$ cat src/rtl/bounded_deque_sorted_list_unit_defines.svh
// Assertion macros shared by the deque RTL.
`ifndef BOUNDED_DEQUE_SORTED_LIST_UNIT_DEFINES_SVH
`define BOUNDED_DEQUE_SORTED_LIST_UNIT_DEFINES_SVH

// Condition that must hold at every clock edge outside reset
`define BDSL_ASSERT_ALWAYS(label, cond, msg) \
    label: assert property (@(posedge clk) disable iff (!rst_n) (cond)) else $error(msg);

// Same-cycle implication
`define BDSL_ASSERT_IMPLY(label, ante, cons, msg) \
    label: assert property (@(posedge clk) disable iff (!rst_n) (ante) |-> (cons)) \
        else $error(msg);

// Next-cycle implication
`define BDSL_ASSERT_NEXT(label, ante, cons, msg) \
    label: assert property (@(posedge clk) disable iff (!rst_n) (ante) |=> (cons)) \
        else $error(msg);

`endif

$ cat src/rtl/bdsl_pkg.sv
// Types and constants of the bounded deque with sorted insert.
package bdsl_pkg;

    localparam int OP_W     = 3;
    localparam int VALUE_W  = 32;
    localparam int STATUS_W = 2;
    localparam int POS_W    = 4;
    localparam int COUNT_W  = 5;

    // Request operation codes
    localparam logic [OP_W-1:0] OP_PUSH_FRONT = 3'd0;
    localparam logic [OP_W-1:0] OP_PUSH_BACK  = 3'd1;
    localparam logic [OP_W-1:0] OP_POP_FRONT  = 3'd2;
    localparam logic [OP_W-1:0] OP_POP_BACK   = 3'd3;
    localparam logic [OP_W-1:0] OP_SORTED_INS = 3'd4;
    localparam logic [OP_W-1:0] OP_REVERSE    = 3'd5;
    localparam logic [OP_W-1:0] OP_CLEAR      = 3'd6;
    localparam logic [OP_W-1:0] OP_LIST       = 3'd7;

    // Result status codes
    localparam logic [STATUS_W-1:0] STATUS_OK    = 2'd0;
    localparam logic [STATUS_W-1:0] STATUS_EMPTY = 2'd1;
    localparam logic [STATUS_W-1:0] STATUS_FULL  = 2'd2;

    // Sequencer states
    typedef enum logic [3:0] {
        S_IDLE,
        S_PUSH,
        S_POP_RD,
        S_POP_CAP,
        S_SCAN_RD,
        S_SCAN_CMP,
        S_SHIFT_RD,
        S_SHIFT_WR,
        S_INSERT,
        S_REV_RD_LO,
        S_REV_RD_HI,
        S_REV_WR_LO,
        S_REV_WR_HI,
        S_LIST_RD,
        S_LIST_EMIT,
        S_DONE
    } state_t;

endpackage

$ cat src/rtl/bdsl_req_if.sv
// Request channel: operation and value with valid/ready handshake.
interface bdsl_req_if import bdsl_pkg::*; ();

    logic               valid;
    logic               ready;
    logic [OP_W-1:0]    operation;
    logic [VALUE_W-1:0] value;

    modport source (output valid, output operation, output value, input ready);
    modport sink   (input valid, input operation, input value, output ready);

endinterface

$ cat src/rtl/bdsl_rsp_if.sv
// Result channel: status, data, position, last mark and count with valid/ready.
interface bdsl_rsp_if import bdsl_pkg::*; ();

    logic                valid;
    logic                ready;
    logic [STATUS_W-1:0] status;
    logic [VALUE_W-1:0]  data_out;
    logic [POS_W-1:0]    position;
    logic                last;
    logic [COUNT_W-1:0]  entry_count;

    modport source (
        output valid, output status, output data_out, output position,
        output last, output entry_count, input ready
    );
    modport sink (
        input valid, input status, input data_out, input position,
        input last, input entry_count, output ready
    );

endinterface

$ cat src/rtl/bounded_deque_sorted_list_unit.sv
// Top level of the bounded deque of signed Q16.16 values with sorted insert.
//
// req carries one request (operation, value); rsp returns its results.
// Every request gives one result with last set, except a list of a
// non-empty deque, which gives one result per entry, front first, the
// final one marked last. status reports ok, empty or full.
// The entries sit in a circular RAM with one write and one registered
// read port; one shared slot-address adder (front + offset, modulo
// CAPACITY) and one signed comparator serve every step of a small
// sequencer. A push writes the value at its end; a pop reads the end
// entry and then captures it; clear only resets front and count; a
// list reads and emits each entry; a reverse swaps entry pairs from
// both ends inward; a sorted insert scans for the insert point, shifts
// the entries from there one slot back, then writes the value. A full
// push or insert, an empty pop, reverse or list, and a one-entry
// reverse go straight to the result.
// req.ready is high only while the sequencer is idle. Results leave
// through an output register, so a request is taken while the last
// result still waits; a stalled rsp holds the sequencer at its next result.
// Reset empties the deque; the RAM contents are not cleared.
module bounded_deque_sorted_list_unit
    import bdsl_pkg::*;
#(
    parameter int CAPACITY = 16
) (
    input  logic       clk,
    input  logic       rst_n,
    bdsl_req_if.sink   req,
    bdsl_rsp_if.source rsp
);

`include "bounded_deque_sorted_list_unit_defines.svh"

    localparam int IDX_W = $clog2(CAPACITY);
    localparam int CNT_W = $clog2(CAPACITY + 1);
    localparam logic [IDX_W:0]   CAP_X    = (IDX_W + 1)'(CAPACITY);
    localparam logic [CNT_W-1:0] CAP_CNT  = CNT_W'(CAPACITY);
    localparam logic [IDX_W-1:0] OFF_LAST = IDX_W'(CAPACITY - 1);
    localparam logic [IDX_W-1:0] OFF_ONE  = IDX_W'(1);

    // Sequencer and list state
    state_t             state_reg, state_next;
    logic [OP_W-1:0]    op_reg, op_next;
    logic [VALUE_W-1:0] val_reg, val_next;
    logic [IDX_W-1:0]   front_reg, front_next;
    logic [CNT_W-1:0]   occ_reg, occ_next;
    logic [CNT_W-1:0]   k_reg, k_next;
    logic [CNT_W-1:0]   at_reg, at_next;
    logic [IDX_W-1:0]   hi_reg, hi_next;
    logic [STATUS_W-1:0] status_reg, status_next;
    logic [VALUE_W-1:0] res_data_reg, res_data_next;
    logic [VALUE_W-1:0] tmp_reg, tmp_next;

    // Output register
    logic                out_valid_reg, out_valid_next;
    logic [STATUS_W-1:0] out_status_reg, out_status_next;
    logic [VALUE_W-1:0]  out_data_reg, out_data_next;
    logic [POS_W-1:0]    out_pos_reg, out_pos_next;
    logic                out_last_reg, out_last_next;
    logic [COUNT_W-1:0]  out_count_reg, out_count_next;

    // RAM and shared units
    logic               ram_we;
    logic [VALUE_W-1:0] ram_wdata;
    logic [VALUE_W-1:0] ram_rdata;
    logic [IDX_W-1:0]   offset;
    logic [IDX_W:0]     slot_sum;
    logic [IDX_W-1:0]   slot_addr;
    logic               cmp_less;

    logic               req_fire;
    logic               res_free;
    logic               is_full;
    logic               is_empty;
    logic [CNT_W-1:0]   k_inc;
    logic [CNT_W-1:0]   k_dec;
    logic [IDX_W-1:0]   hi_dec;
    logic               out_load;
    logic               list_last;

    assign req_fire  = req.valid && req.ready;
    assign res_free  = !out_valid_reg || rsp.ready;
    assign is_full   = (occ_reg == CAP_CNT);
    assign is_empty  = (occ_reg == '0);
    assign k_inc     = k_reg + 1'b1;
    assign k_dec     = k_reg - 1'b1;
    assign hi_dec    = hi_reg - 1'b1;
    assign list_last = (k_inc == occ_reg);

    // Shared slot-address unit: (front + offset) mod CAPACITY
    assign slot_sum  = {1'b0, front_reg} + {1'b0, offset};
    assign slot_addr = (slot_sum >= CAP_X) ? IDX_W'(slot_sum - CAP_X) : IDX_W'(slot_sum);

    // Shared signed comparator for the sorted-insert scan
    assign cmp_less = $signed(ram_rdata) < $signed(val_reg);

    bdsl_ram #(
        .WIDTH (VALUE_W),
        .DEPTH (CAPACITY)
    ) u_entries (
        .clk   (clk),
        .we    (ram_we),
        .waddr (slot_addr),
        .wdata (ram_wdata),
        .raddr (slot_addr),
        .rdata (ram_rdata)
    );

    // Next-state logic
    always_comb
    begin
        state_next = state_reg;
        case (state_reg)
            S_IDLE:
            begin
                if (req_fire)
                begin
                    case (req.operation)
                        OP_PUSH_FRONT,
                        OP_PUSH_BACK:  state_next = is_full ? S_DONE : S_PUSH;
                        OP_POP_FRONT,
                        OP_POP_BACK:   state_next = is_empty ? S_DONE : S_POP_RD;
                        OP_SORTED_INS:
                        begin
                            if (is_full)
                                state_next = S_DONE;
                            else if (is_empty)
                                state_next = S_INSERT;
                            else
                                state_next = S_SCAN_RD;
                        end
                        OP_REVERSE:
                        begin
                            if (occ_reg > CNT_W'(1))
                                state_next = S_REV_RD_LO;
                            else
                                state_next = S_DONE;
                        end
                        OP_LIST:       state_next = is_empty ? S_DONE : S_LIST_RD;
                        default:       state_next = S_DONE;
                    endcase
                end
            end
            S_PUSH:      state_next = S_DONE;
            S_POP_RD:    state_next = S_POP_CAP;
            S_POP_CAP:   state_next = S_DONE;
            S_SCAN_RD:   state_next = S_SCAN_CMP;
            S_SCAN_CMP:
            begin
                if (!cmp_less)
                    state_next = S_SHIFT_RD;
                else if (k_inc == occ_reg)
                    state_next = S_INSERT;
                else
                    state_next = S_SCAN_RD;
            end
            S_SHIFT_RD:  state_next = S_SHIFT_WR;
            S_SHIFT_WR:  state_next = (k_dec == at_reg) ? S_INSERT : S_SHIFT_RD;
            S_INSERT:    state_next = S_DONE;
            S_REV_RD_LO: state_next = S_REV_RD_HI;
            S_REV_RD_HI: state_next = S_REV_WR_LO;
            S_REV_WR_LO: state_next = S_REV_WR_HI;
            S_REV_WR_HI:
            begin
                if (k_inc < CNT_W'(hi_dec))
                    state_next = S_REV_RD_LO;
                else
                    state_next = S_DONE;
            end
            S_LIST_RD:   state_next = S_LIST_EMIT;
            S_LIST_EMIT:
            begin
                if (res_free)
                    state_next = list_last ? S_IDLE : S_LIST_RD;
            end
            S_DONE:      state_next = res_free ? S_IDLE : S_DONE;
            default:     state_next = S_IDLE;
        endcase
    end

    // Datapath, RAM control and output register loading
    always_comb
    begin
        op_next         = op_reg;
        val_next        = val_reg;
        front_next      = front_reg;
        occ_next        = occ_reg;
        k_next          = k_reg;
        at_next         = at_reg;
        hi_next         = hi_reg;
        status_next     = status_reg;
        res_data_next   = res_data_reg;
        tmp_next        = tmp_reg;
        offset          = k_reg[IDX_W-1:0];
        ram_we          = 1'b0;
        ram_wdata       = ram_rdata;
        out_load        = 1'b0;
        out_status_next = out_status_reg;
        out_data_next   = out_data_reg;
        out_pos_next    = out_pos_reg;
        out_last_next   = out_last_reg;
        out_count_next  = out_count_reg;

        case (state_reg)
            S_IDLE:
            begin
                if (req_fire)
                begin
                    op_next       = req.operation;
                    val_next      = req.value;
                    status_next   = STATUS_OK;
                    res_data_next = '0;
                    k_next        = '0;
                    at_next       = '0;
                    hi_next       = IDX_W'(occ_reg - 1'b1);
                    case (req.operation)
                        OP_PUSH_FRONT,
                        OP_PUSH_BACK,
                        OP_SORTED_INS: if (is_full) status_next = STATUS_FULL;
                        OP_POP_FRONT,
                        OP_POP_BACK,
                        OP_REVERSE,
                        OP_LIST:       if (is_empty) status_next = STATUS_EMPTY;
                        OP_CLEAR:
                        begin
                            occ_next   = '0;
                            front_next = '0;
                        end
                        default:       status_next = STATUS_OK;
                    endcase
                end
            end
            // Single write at the chosen end
            S_PUSH:
            begin
                ram_we    = 1'b1;
                ram_wdata = val_reg;
                occ_next  = occ_reg + 1'b1;
                if (op_reg == OP_PUSH_FRONT)
                begin
                    offset     = OFF_LAST;
                    front_next = slot_addr;
                end
                else
                begin
                    offset = occ_reg[IDX_W-1:0];
                end
            end
            S_POP_RD:
            begin
                if (op_reg == OP_POP_FRONT)
                    offset = '0;
                else
                    offset = IDX_W'(occ_reg - 1'b1);
            end
            S_POP_CAP:
            begin
                res_data_next = ram_rdata;
                occ_next      = occ_reg - 1'b1;
                if (op_reg == OP_POP_FRONT)
                begin
                    offset     = OFF_ONE;
                    front_next = slot_addr;
                end
            end
            // Scan for the first entry not less than the value
            S_SCAN_RD:
            begin
                offset = k_reg[IDX_W-1:0];
            end
            S_SCAN_CMP:
            begin
                if (!cmp_less)
                begin
                    at_next = k_reg;
                    k_next  = occ_reg;
                end
                else
                begin
                    k_next = k_inc;
                    if (k_inc == occ_reg)
                        at_next = occ_reg;
                end
            end
            // Move entries at and after the insert point one slot back
            S_SHIFT_RD:
            begin
                offset = IDX_W'(k_dec);
            end
            S_SHIFT_WR:
            begin
                offset = k_reg[IDX_W-1:0];
                ram_we = 1'b1;
                k_next = k_dec;
            end
            S_INSERT:
            begin
                offset    = k_reg[IDX_W-1:0];
                ram_we    = 1'b1;
                ram_wdata = val_reg;
                occ_next  = occ_reg + 1'b1;
            end
            // Swap the entries at k (low) and hi
            S_REV_RD_LO:
            begin
                offset = k_reg[IDX_W-1:0];
            end
            S_REV_RD_HI:
            begin
                offset   = hi_reg;
                tmp_next = ram_rdata;
            end
            S_REV_WR_LO:
            begin
                offset = k_reg[IDX_W-1:0];
                ram_we = 1'b1;
            end
            S_REV_WR_HI:
            begin
                offset    = hi_reg;
                ram_we    = 1'b1;
                ram_wdata = tmp_reg;
                k_next    = k_inc;
                hi_next   = hi_dec;
            end
            S_LIST_RD:
            begin
                offset = k_reg[IDX_W-1:0];
            end
            S_LIST_EMIT:
            begin
                offset = k_reg[IDX_W-1:0];
                if (res_free)
                begin
                    out_load        = 1'b1;
                    out_status_next = STATUS_OK;
                    out_data_next   = ram_rdata;
                    out_pos_next    = POS_W'(k_reg);
                    out_last_next   = list_last;
                    out_count_next  = COUNT_W'(occ_reg);
                    k_next          = k_inc;
                end
            end
            S_DONE:
            begin
                if (res_free)
                begin
                    out_load        = 1'b1;
                    out_status_next = status_reg;
                    out_data_next   = res_data_reg;
                    out_pos_next    = '0;
                    out_last_next   = 1'b1;
                    out_count_next  = COUNT_W'(occ_reg);
                end
            end
            default:
            begin
                offset = k_reg[IDX_W-1:0];
            end
        endcase

        if (out_load)
            out_valid_next = 1'b1;
        else if (rsp.ready)
            out_valid_next = 1'b0;
        else
            out_valid_next = out_valid_reg;
    end

    // Control registers
    always_ff @(posedge clk or negedge rst_n)
    begin
        if (!rst_n)
        begin
            state_reg     <= S_IDLE;
            front_reg     <= '0;
            occ_reg       <= '0;
            out_valid_reg <= 1'b0;
        end
        else
        begin
            state_reg     <= state_next;
            front_reg     <= front_next;
            occ_reg       <= occ_next;
            out_valid_reg <= out_valid_next;
        end
    end

    // Payload registers
    always_ff @(posedge clk)
    begin
        op_reg         <= op_next;
        val_reg        <= val_next;
        k_reg          <= k_next;
        at_reg         <= at_next;
        hi_reg         <= hi_next;
        status_reg     <= status_next;
        res_data_reg   <= res_data_next;
        tmp_reg        <= tmp_next;
        out_status_reg <= out_status_next;
        out_data_reg   <= out_data_next;
        out_pos_reg    <= out_pos_next;
        out_last_reg   <= out_last_next;
        out_count_reg  <= out_count_next;
    end

    // Ports
    assign req.ready       = (state_reg == S_IDLE);
    assign rsp.valid       = out_valid_reg;
    assign rsp.status      = out_status_reg;
    assign rsp.data_out    = out_data_reg;
    assign rsp.position    = out_pos_reg;
    assign rsp.last        = out_last_reg;
    assign rsp.entry_count = out_count_reg;

    // Checks
    `BDSL_ASSERT_ALWAYS(a_occ_bound, occ_reg <= CAP_CNT, "occupancy above capacity")
    `BDSL_ASSERT_IMPLY(a_shift_range,
        (state_reg == S_SHIFT_RD) || (state_reg == S_SHIFT_WR), k_reg > at_reg,
        "shift index at or below insert point")
    `BDSL_ASSERT_IMPLY(a_rev_order,
        (state_reg == S_REV_RD_LO) || (state_reg == S_REV_WR_HI),
        k_reg < CNT_W'(hi_reg), "reverse pointers crossed")
    `BDSL_ASSERT_NEXT(a_busy_after_req, req_fire, state_reg != S_IDLE,
        "sequencer idle after taking a request")

endmodule

$ cat src/rtl/bdsl_ram.sv
// Generic single-write, single-read RAM with registered read data.
module bdsl_ram #(
    parameter int WIDTH = 32,
    parameter int DEPTH = 16
) (
    input  logic                     clk,
    input  logic                     we,
    input  logic [$clog2(DEPTH)-1:0] waddr,
    input  logic [WIDTH-1:0]         wdata,
    input  logic [$clog2(DEPTH)-1:0] raddr,
    output logic [WIDTH-1:0]         rdata
);

    logic [WIDTH-1:0] mem_reg [DEPTH];
    logic [WIDTH-1:0] rdata_reg;

    // Write port
    always_ff @(posedge clk)
    begin
        if (we)
        begin
            mem_reg[waddr] <= wdata;
        end
    end

    // Registered read port
    always_ff @(posedge clk)
    begin
        rdata_reg <= mem_reg[raddr];
    end

    assign rdata = rdata_reg;

endmodule
$ cat src/flat_wrapper.sv
// flat-port wrapper written by rule: the top's interface ports become plain ports
module bounded_deque_sorted_list_unit_flat import bdsl_pkg::*;
#(
    parameter int CAPACITY = 16
)
  (clk, rst_n, req_valid, req_operation, req_value, req_ready, rsp_valid, rsp_status, rsp_data_out, rsp_position, rsp_last, rsp_entry_count, rsp_ready);
  bdsl_req_if req_i ();
  bdsl_rsp_if rsp_i ();
  input  logic clk;
  input  logic rst_n;
  input wire logic [$bits(req_i.valid)-1:0] req_valid;
  input wire logic [$bits(req_i.operation)-1:0] req_operation;
  input wire logic [$bits(req_i.value)-1:0] req_value;
  output wire logic [$bits(req_i.ready)-1:0] req_ready;
  output wire logic [$bits(rsp_i.valid)-1:0] rsp_valid;
  output wire logic [$bits(rsp_i.status)-1:0] rsp_status;
  output wire logic [$bits(rsp_i.data_out)-1:0] rsp_data_out;
  output wire logic [$bits(rsp_i.position)-1:0] rsp_position;
  output wire logic [$bits(rsp_i.last)-1:0] rsp_last;
  output wire logic [$bits(rsp_i.entry_count)-1:0] rsp_entry_count;
  input wire logic [$bits(rsp_i.ready)-1:0] rsp_ready;
  assign req_i.valid = req_valid;
  assign req_i.operation = req_operation;
  assign req_i.value = req_value;
  assign req_ready = req_i.ready;
  assign rsp_valid = rsp_i.valid;
  assign rsp_status = rsp_i.status;
  assign rsp_data_out = rsp_i.data_out;
  assign rsp_position = rsp_i.position;
  assign rsp_last = rsp_i.last;
  assign rsp_entry_count = rsp_i.entry_count;
  assign rsp_i.ready = rsp_ready;
  bounded_deque_sorted_list_unit #(.CAPACITY(CAPACITY)) u_core (.clk(clk), .rst_n(rst_n), .req(req_i), .rsp(rsp_i));
endmodule
$ cat config.mk
export PLATFORM = sky130hd
export DESIGN_NAME = bounded_deque_sorted_list_unit_flat
export DESIGN_NICKNAME = d
export VERILOG_FILES = /design/src/rtl/bdsl_pkg.sv /design/src/rtl/bdsl_req_if.sv /design/src/rtl/bdsl_rsp_if.sv /design/src/rtl/bounded_deque_sorted_list_unit.sv /design/src/rtl/bdsl_ram.sv /design/src/flat_wrapper.sv
export VERILOG_INCLUDE_DIRS = /design/src /design/src/rtl
export SDC_FILE = /design/constraint.sdc
export NUM_CORES = 1
export LEC_CHECK = 0
export BUFFER_PORTS_ARGS = -buffer_cell sky130_fd_sc_hd__buf_2
export CAP_MARGIN = 40
export CORE_ASPECT_RATIO = 1.4
export CORE_UTILIZATION = 60
export DETAILED_ROUTE_END_ITERATION = 7
export MAX_ROUTING_LAYER = met4
export PLACE_DENSITY = 0.77
export SLEW_MARGIN = 15
export SYNTH_ARGS = -nofsm -noshare
export SYNTH_HDL_FRONTEND = slang
export SYNTH_SLANG_ARGS = --single-unit
$ cat constraint.sdc
create_clock -name clk -period 17.93 [get_ports clk]
set_input_delay 1.793 -clock clk [delete_from_list [all_inputs] [get_ports clk]]
set_output_delay 1.793 -clock clk [all_outputs]
set_load 0.005 [all_outputs]
Word level (Yosys, flattened, before mapping). Memories as Yosys holds them, arrays and structs flattened. A register that Yosys moved wholly into a read port is not among the register bits. Cells that the tools add are included. Widths: inputs -> output; s select.

Flip-flop bits (word level): 173. RAM bits: 512. Input port bits: 39. Output and inout bits: 46. Logic and storage cells: 159. Memories: 1.

Add/sub/neg operators: 7. Order comparisons: 4. Eq/ne operators: 33. Mux-type cells: 63. Reductions and logical operators: 34.

Memory list: u_core.u_entries.mem_reg (depth 16, width 32, rd ports 1, clocked after Yosys merged registers in 1, wr ports 1, RTL line bdsl_ram.sv:14) `logic [WIDTH-1:0] mem_reg [DEPTH];`.

Operator list (number): $pmux 32 s2 (3); $mux 32 (3); $mux 4 (22); $pmux 4 s14 (1); $pmux 4 s5 (2); $mux 5 (7); $eq 4x4->1 const B (8); $lt 32x32->1 (1); $pmux 5 s5 (1); $eq 4x3->1 const B (4); $pmux 4 s2 (2); $pmux 5 s3 (1); $eq 3x3->1 const B (4); $pmux 4 s3 (1); $reduce_and 3->1 (4); $add 5x1->5 const B (2); $eq 5x5->1 (2); $mux 1 (10); $pmux 5 s2 (1); $reduce_and 2->1 (5); $reduce_bool 2->1 (5); $reduce_or 2->1 (5); $sub 5x1->5 const B (2); $eq 3x2->1 const B (3); other kinds (28) (42).

Depth between registers and ports, before layout.
Word-level depth: 8. Mapped depth: 16. Gate-level depth less buffers: 12.

Hierarchy. A second synthesis with hierarchy kept.

Cells, all modules: 1665. Area, all modules: 29120.4 µm².

By module, submodules not included: bdsl_ram (instances 1, cells each 838, area an instance 19835.3 µm²); bounded_deque_sorted_list_unit (instances 1, cells each 827, area an instance 9285.2 µm²).

Worst setup path before layout. No wires, ideal clock.

Path kind: reg-to-reg. Start: reg u_core.k_reg[0]. End: mem u_core.u_entries.mem_reg[10][0], enable pin. Data arrival time: 5.295 ns. Slack: 12.174 ns. Stages on the path, launching flop included: 16. Path buffers: 3. Clock period less this slack: 5.756 ns. Path through: edfxtp_1 -> clkbuf_1 -> inv_1 -> ha_1 -> buf_1 -> o32ai_1 -> nand2b_1 -> o2111ai_1 -> ha_1 -> a21o_1 -> a21oi_1 -> xnor2_1 -> xnor2_2 -> buf_2 -> nand2_1 -> nor3_1.

Word-level cells in the longest chain between the ends: 5. Elaborated cells between the ends (all ways): 7.

RTL lines: start: declaration (RTL line bounded_deque_sorted_list_unit.sv:47) `logic [CNT_W-1:0] k_reg, k_next;`; start signal: assignment (RTL line bounded_deque_sorted_list_unit.sv:394) `k_reg <= k_next;`; $sub 5x1->5 or $mux 4 (tied branches) (RTL line bounded_deque_sorted_list_unit.sv:86, bounded_deque_sorted_list_unit.sv:260); $pmux 4 s5 (*) (RTL line bounded_deque_sorted_list_unit.sv:204) `case (state_reg)`; $add 4x4->5 (*) (RTL line bounded_deque_sorted_list_unit.sv:91) `assign slot_sum = {1'b0, front_reg} + {1'b0, offset};`; $sub 4x1->4 or $ge 5x5->1 (tied branches) (RTL line bounded_deque_sorted_list_unit.sv:92) `assign slot_addr = (slot_sum >= CAP_X) ? IDX_W'(slot_sum - CAP_X) : IDX_W'(slot_sum);`; $mux 4 (*) (RTL line bounded_deque_sorted_list_unit.sv:92); end: declaration (RTL line bdsl_ram.sv:14).

Every way passes the cells marked *; elsewhere a longest branch is shown, timed or not.

Worst setup path in the final report.
Start: reg u_core.state_reg[1]. End: mem u_core.u_entries.mem_reg[5][16], enable pin.

Word-level cells in the longest chain between the ends: 6. Elaborated cells between the ends (all ways): 19.

RTL lines: start: declaration (RTL line bounded_deque_sorted_list_unit.sv:42) `state_t state_reg, state_next;`; start signal: assignment (RTL line bounded_deque_sorted_list_unit.sv:382) `state_reg <= state_next;`; $eq 4x4->1 (RTL line bounded_deque_sorted_list_unit.sv:204); $reduce_or 2->1 (no source line); $pmux 4 s5 (RTL line bounded_deque_sorted_list_unit.sv:204); $add 4x4->5 (RTL line bounded_deque_sorted_list_unit.sv:91); $sub 4x1->4 or $ge 5x5->1 (tied branches) (RTL line bounded_deque_sorted_list_unit.sv:92); $mux 4 (RTL line bounded_deque_sorted_list_unit.sv:92).

Several ways; a longest one is shown, not always the timed one.

==> results by group <==
Floorplan
  – DIE WIDTH: 189 um
  – Initial core utilization: 60.8%
  – CORE AREA: 0.0481 mm^2
  – I/O pin cnt: 85
  – Die Ht: 263 um
  – Row count: between 90 and 100
  – Die area: 0.0497 mm^2

CTS
  – CTS tree: built
  – Postcts setup bufs: 0
  – Num CTS Buffers: 67
  – H-tree depth reported by CTS: 3
  – CTS sink count: roughly 720
  – Cts hold-fix bufs: 0
  – Post_cts resized: 0
  – Clock Pin Slew Worst Setup and Hold Paths: 0.06 ns
  – Clock latency on the worst-skew pair: 0.60 ns
  – Clock buffer depth: 3
  – Root Buffer: clkbuf_16

Route
  – Pre-antenna DRT Iters: 5
  – Drt initial violations: 1413
  – DR WL/cell: 26.8 um
  – Routed vias/inst: roughly 6.3
  – DRT Wirelength: between 60000 and 70000 um
  – Residual DRC: 0
  – Final ANT Viol Nets: 0
  – Vias: approximately 16000

Worst hold path
  – Worst hold stages: 2
  – Hold WC Path Type: reg -> reg

Timing
  – Final setup TNS: 0 ns
  – Final Hold Viols: 0
  – Fin worst setup slack: 11.94 ns
  – Pin slew with the least headroom to its limit: 0.916 ns
  – Final Critical Period: 5.99 ns
  – RSZ-0062 raised after global routing: no
  – FMAX: 167 MHz
  – Max transition margin: 39.0%
  – Layout Skew: 0.0257 ns
  – Final setup vio count: 0
  – Period utilization: 33.4%
  – Worst hold slack: 0.509 ns
  – Slew Limit Fails: 0

Global routing
  – Largest net degree at the start of global routing: 112
  – First-pass GRT wire length: around 100000 um
  – Vias in the first global route: 16200
  – GR Overflow Total: 0
  – GRT Total Usage: between 20% and 30%
  – Initial antenna violation count: 0

Synth
  – Yosys top cell by area: edfxtp_1
  – Async set or reset register ratio after synthesis: 1.95%
  – Syn Area/Cell: 17.2 um^2
  – Cells after Synth: 1701
  – Yosys warns: 0
  – Syn Std Cell Area: 0.0293 mm^2
  – Most used flip-flop cell after synthesis: edfxtp_1
  – Most frequent cell after synthesis: edfxtp_1
  – Number of synthesized flops with an enable pin: 671
  – Seq/Total Area, Yosys: 72.2%
  – Post-synthesis cell type count: between 60 and 70
  – Synth cell count leaders: edfxtp_1, nand2_1, mux4_2
  – Post-synth top area share: 68.8%
  – Post-Synthesis Net Count: about 1800
  – #FFs+latches synth: roughly 720
  – Synth area leaders: edfxtp_1, mux4_2, mux2i_1, nand2_1, dfxtp_1

Critical path
  – CP Max Fanout: 45
  – CP Class: reg -> reg
  – Arr. time, crit path: 6.23 ns
  – R2R Setup Slk: between 10 and 15 ns
  – Worst Path Required: 18.17 ns
  – Critical path launch point type: register
  – Worst setup EP type: register
  – Worst R2R Path Depth: 12

Placed design
  – # placed instances: 2371
  – Placed cell areas: 0.0308 mm^2
  – GPL Wtd Cong: 0.893
  – IO buf count: 84
  – Post-Place Worst Slack: 12.08 ns
  – Post-DP HPWL: between 40000 and 50000 um

Layout
  – Post-Layout Cell Count: approximately 2500
  – Share of layout cells above drive strength 1: 21.6%
  – Area grow syn2layout: 13.1%
  – Post-route core utilization: 68.8%
  – Number of flip-flops in the largest register: 512
  – Ant diodes: 0
  – Layout Nets: 1893
  – Design area: 0.0331 mm^2

Run
  – Max-Cap Viols: 0

Power and ir drop
  – Peak supply drop: approximately 140 uV
  – Tot Pwr: 7.31 mW
  – LEAKAGE: ~12 nW
  – Power Density: 221 mW/mm^2

Run status
  – Outcome: finished, final reports clean
[layout by cell type (no fill, tap or decap), types with 37 or more instances in the layout]
cell type  count
a21oi_1       46
nand2_1      191
mux4_2       128
ha_1          42
edfxtp_1     671
inv_1         52
mux2i_1      102
buf_2         85
and2_1        37
clkbuf_16     71
[area by class of cell]
cell class | instances | area, um^2
clock buffers | 88 | 1900
clock inverters | 35 | 380
fillers | 3004 | 15000
flip-flops and latches | 717 | 21100
repair buffers | 130 | 941
inverters | 52 | 195
well taps | 630 | 788
multi-input cells | 842 | 7750
[path summary, 6_finish.rpt]
check                                                       from                                        end
max                              u_core.state_reg[1]$_DFFE_PN0P_  u_core.u_entries.mem_reg[5][16]$_DFFE_PP_
min                        u_core.res_data_reg[29]$_SDFFCE_PN0P_          u_core.rsp.data_out[29]$_DFFE_PP_
max reg2reg                      u_core.state_reg[1]$_DFFE_PN0P_  u_core.u_entries.mem_reg[5][16]$_DFFE_PP_
min reg2reg                u_core.res_data_reg[29]$_SDFFCE_PN0P_          u_core.rsp.data_out[29]$_DFFE_PP_
max in group asynchronous                                  rst_n            u_core.front_reg[2]$_DFFE_PN0P_
min in group asynchronous                                  rst_n              u_core.occ_reg[1]$_DFFE_PN0P_
[power by group]
part | switching [mW] | total (mW) | internal [mW]
Combinational | 1.85 | 3.04 | 1.20
Sequential | 0.200 | 2.80 | 2.60
Clock | 0.617 | 1.46 | 0.844
Total | 2.66 | 7.31 | 4.64
[worst max-delay path, stage by stage, from the launching register on]
cell	delay, ns
dfrtp_1	0.94
nor2b_1	0.43
nand3_1	0.28
o2111ai_1	0.37
ha_4	0.19
inv_1	0.05
fa_4	1.27
buf_4	0.62
nand2b_1	0.16
inv_1	0.13
nand2b_1	0.24
nor2_4	0.50
buf_4	0.44
[cell families (layout without fill, tap and decap cells)]
kind of cell | Yosys count | count (layout) | share of synthesized area, %
multiplexers | 233 | 233 | 13.5
buffers and inverters | 142 | 305 | 1.88
flip-flops | 717 | 717 | 72.2
XOR/XNOR | 27 | 27 | 0.983
AO/OA/AOI/OAI | 169 | 169 | 3.80
adder cells (fa/ha/maj) | 44 | 44 | 1.91
AND/OR/NAND/NOR | 369 | 369 | 5.76
[metal layers]
metal  GRT usage, %  vias to the layer above  share of wire [%]
li1               -                     6854                  -
met1           34.8                     8089                 37
met2           48.7                      761                 54
met3           3.29                      129                6.3
met4           10.0                        0                2.7
met5              -                        -                  0
Power figures use the tool's default switching activity.
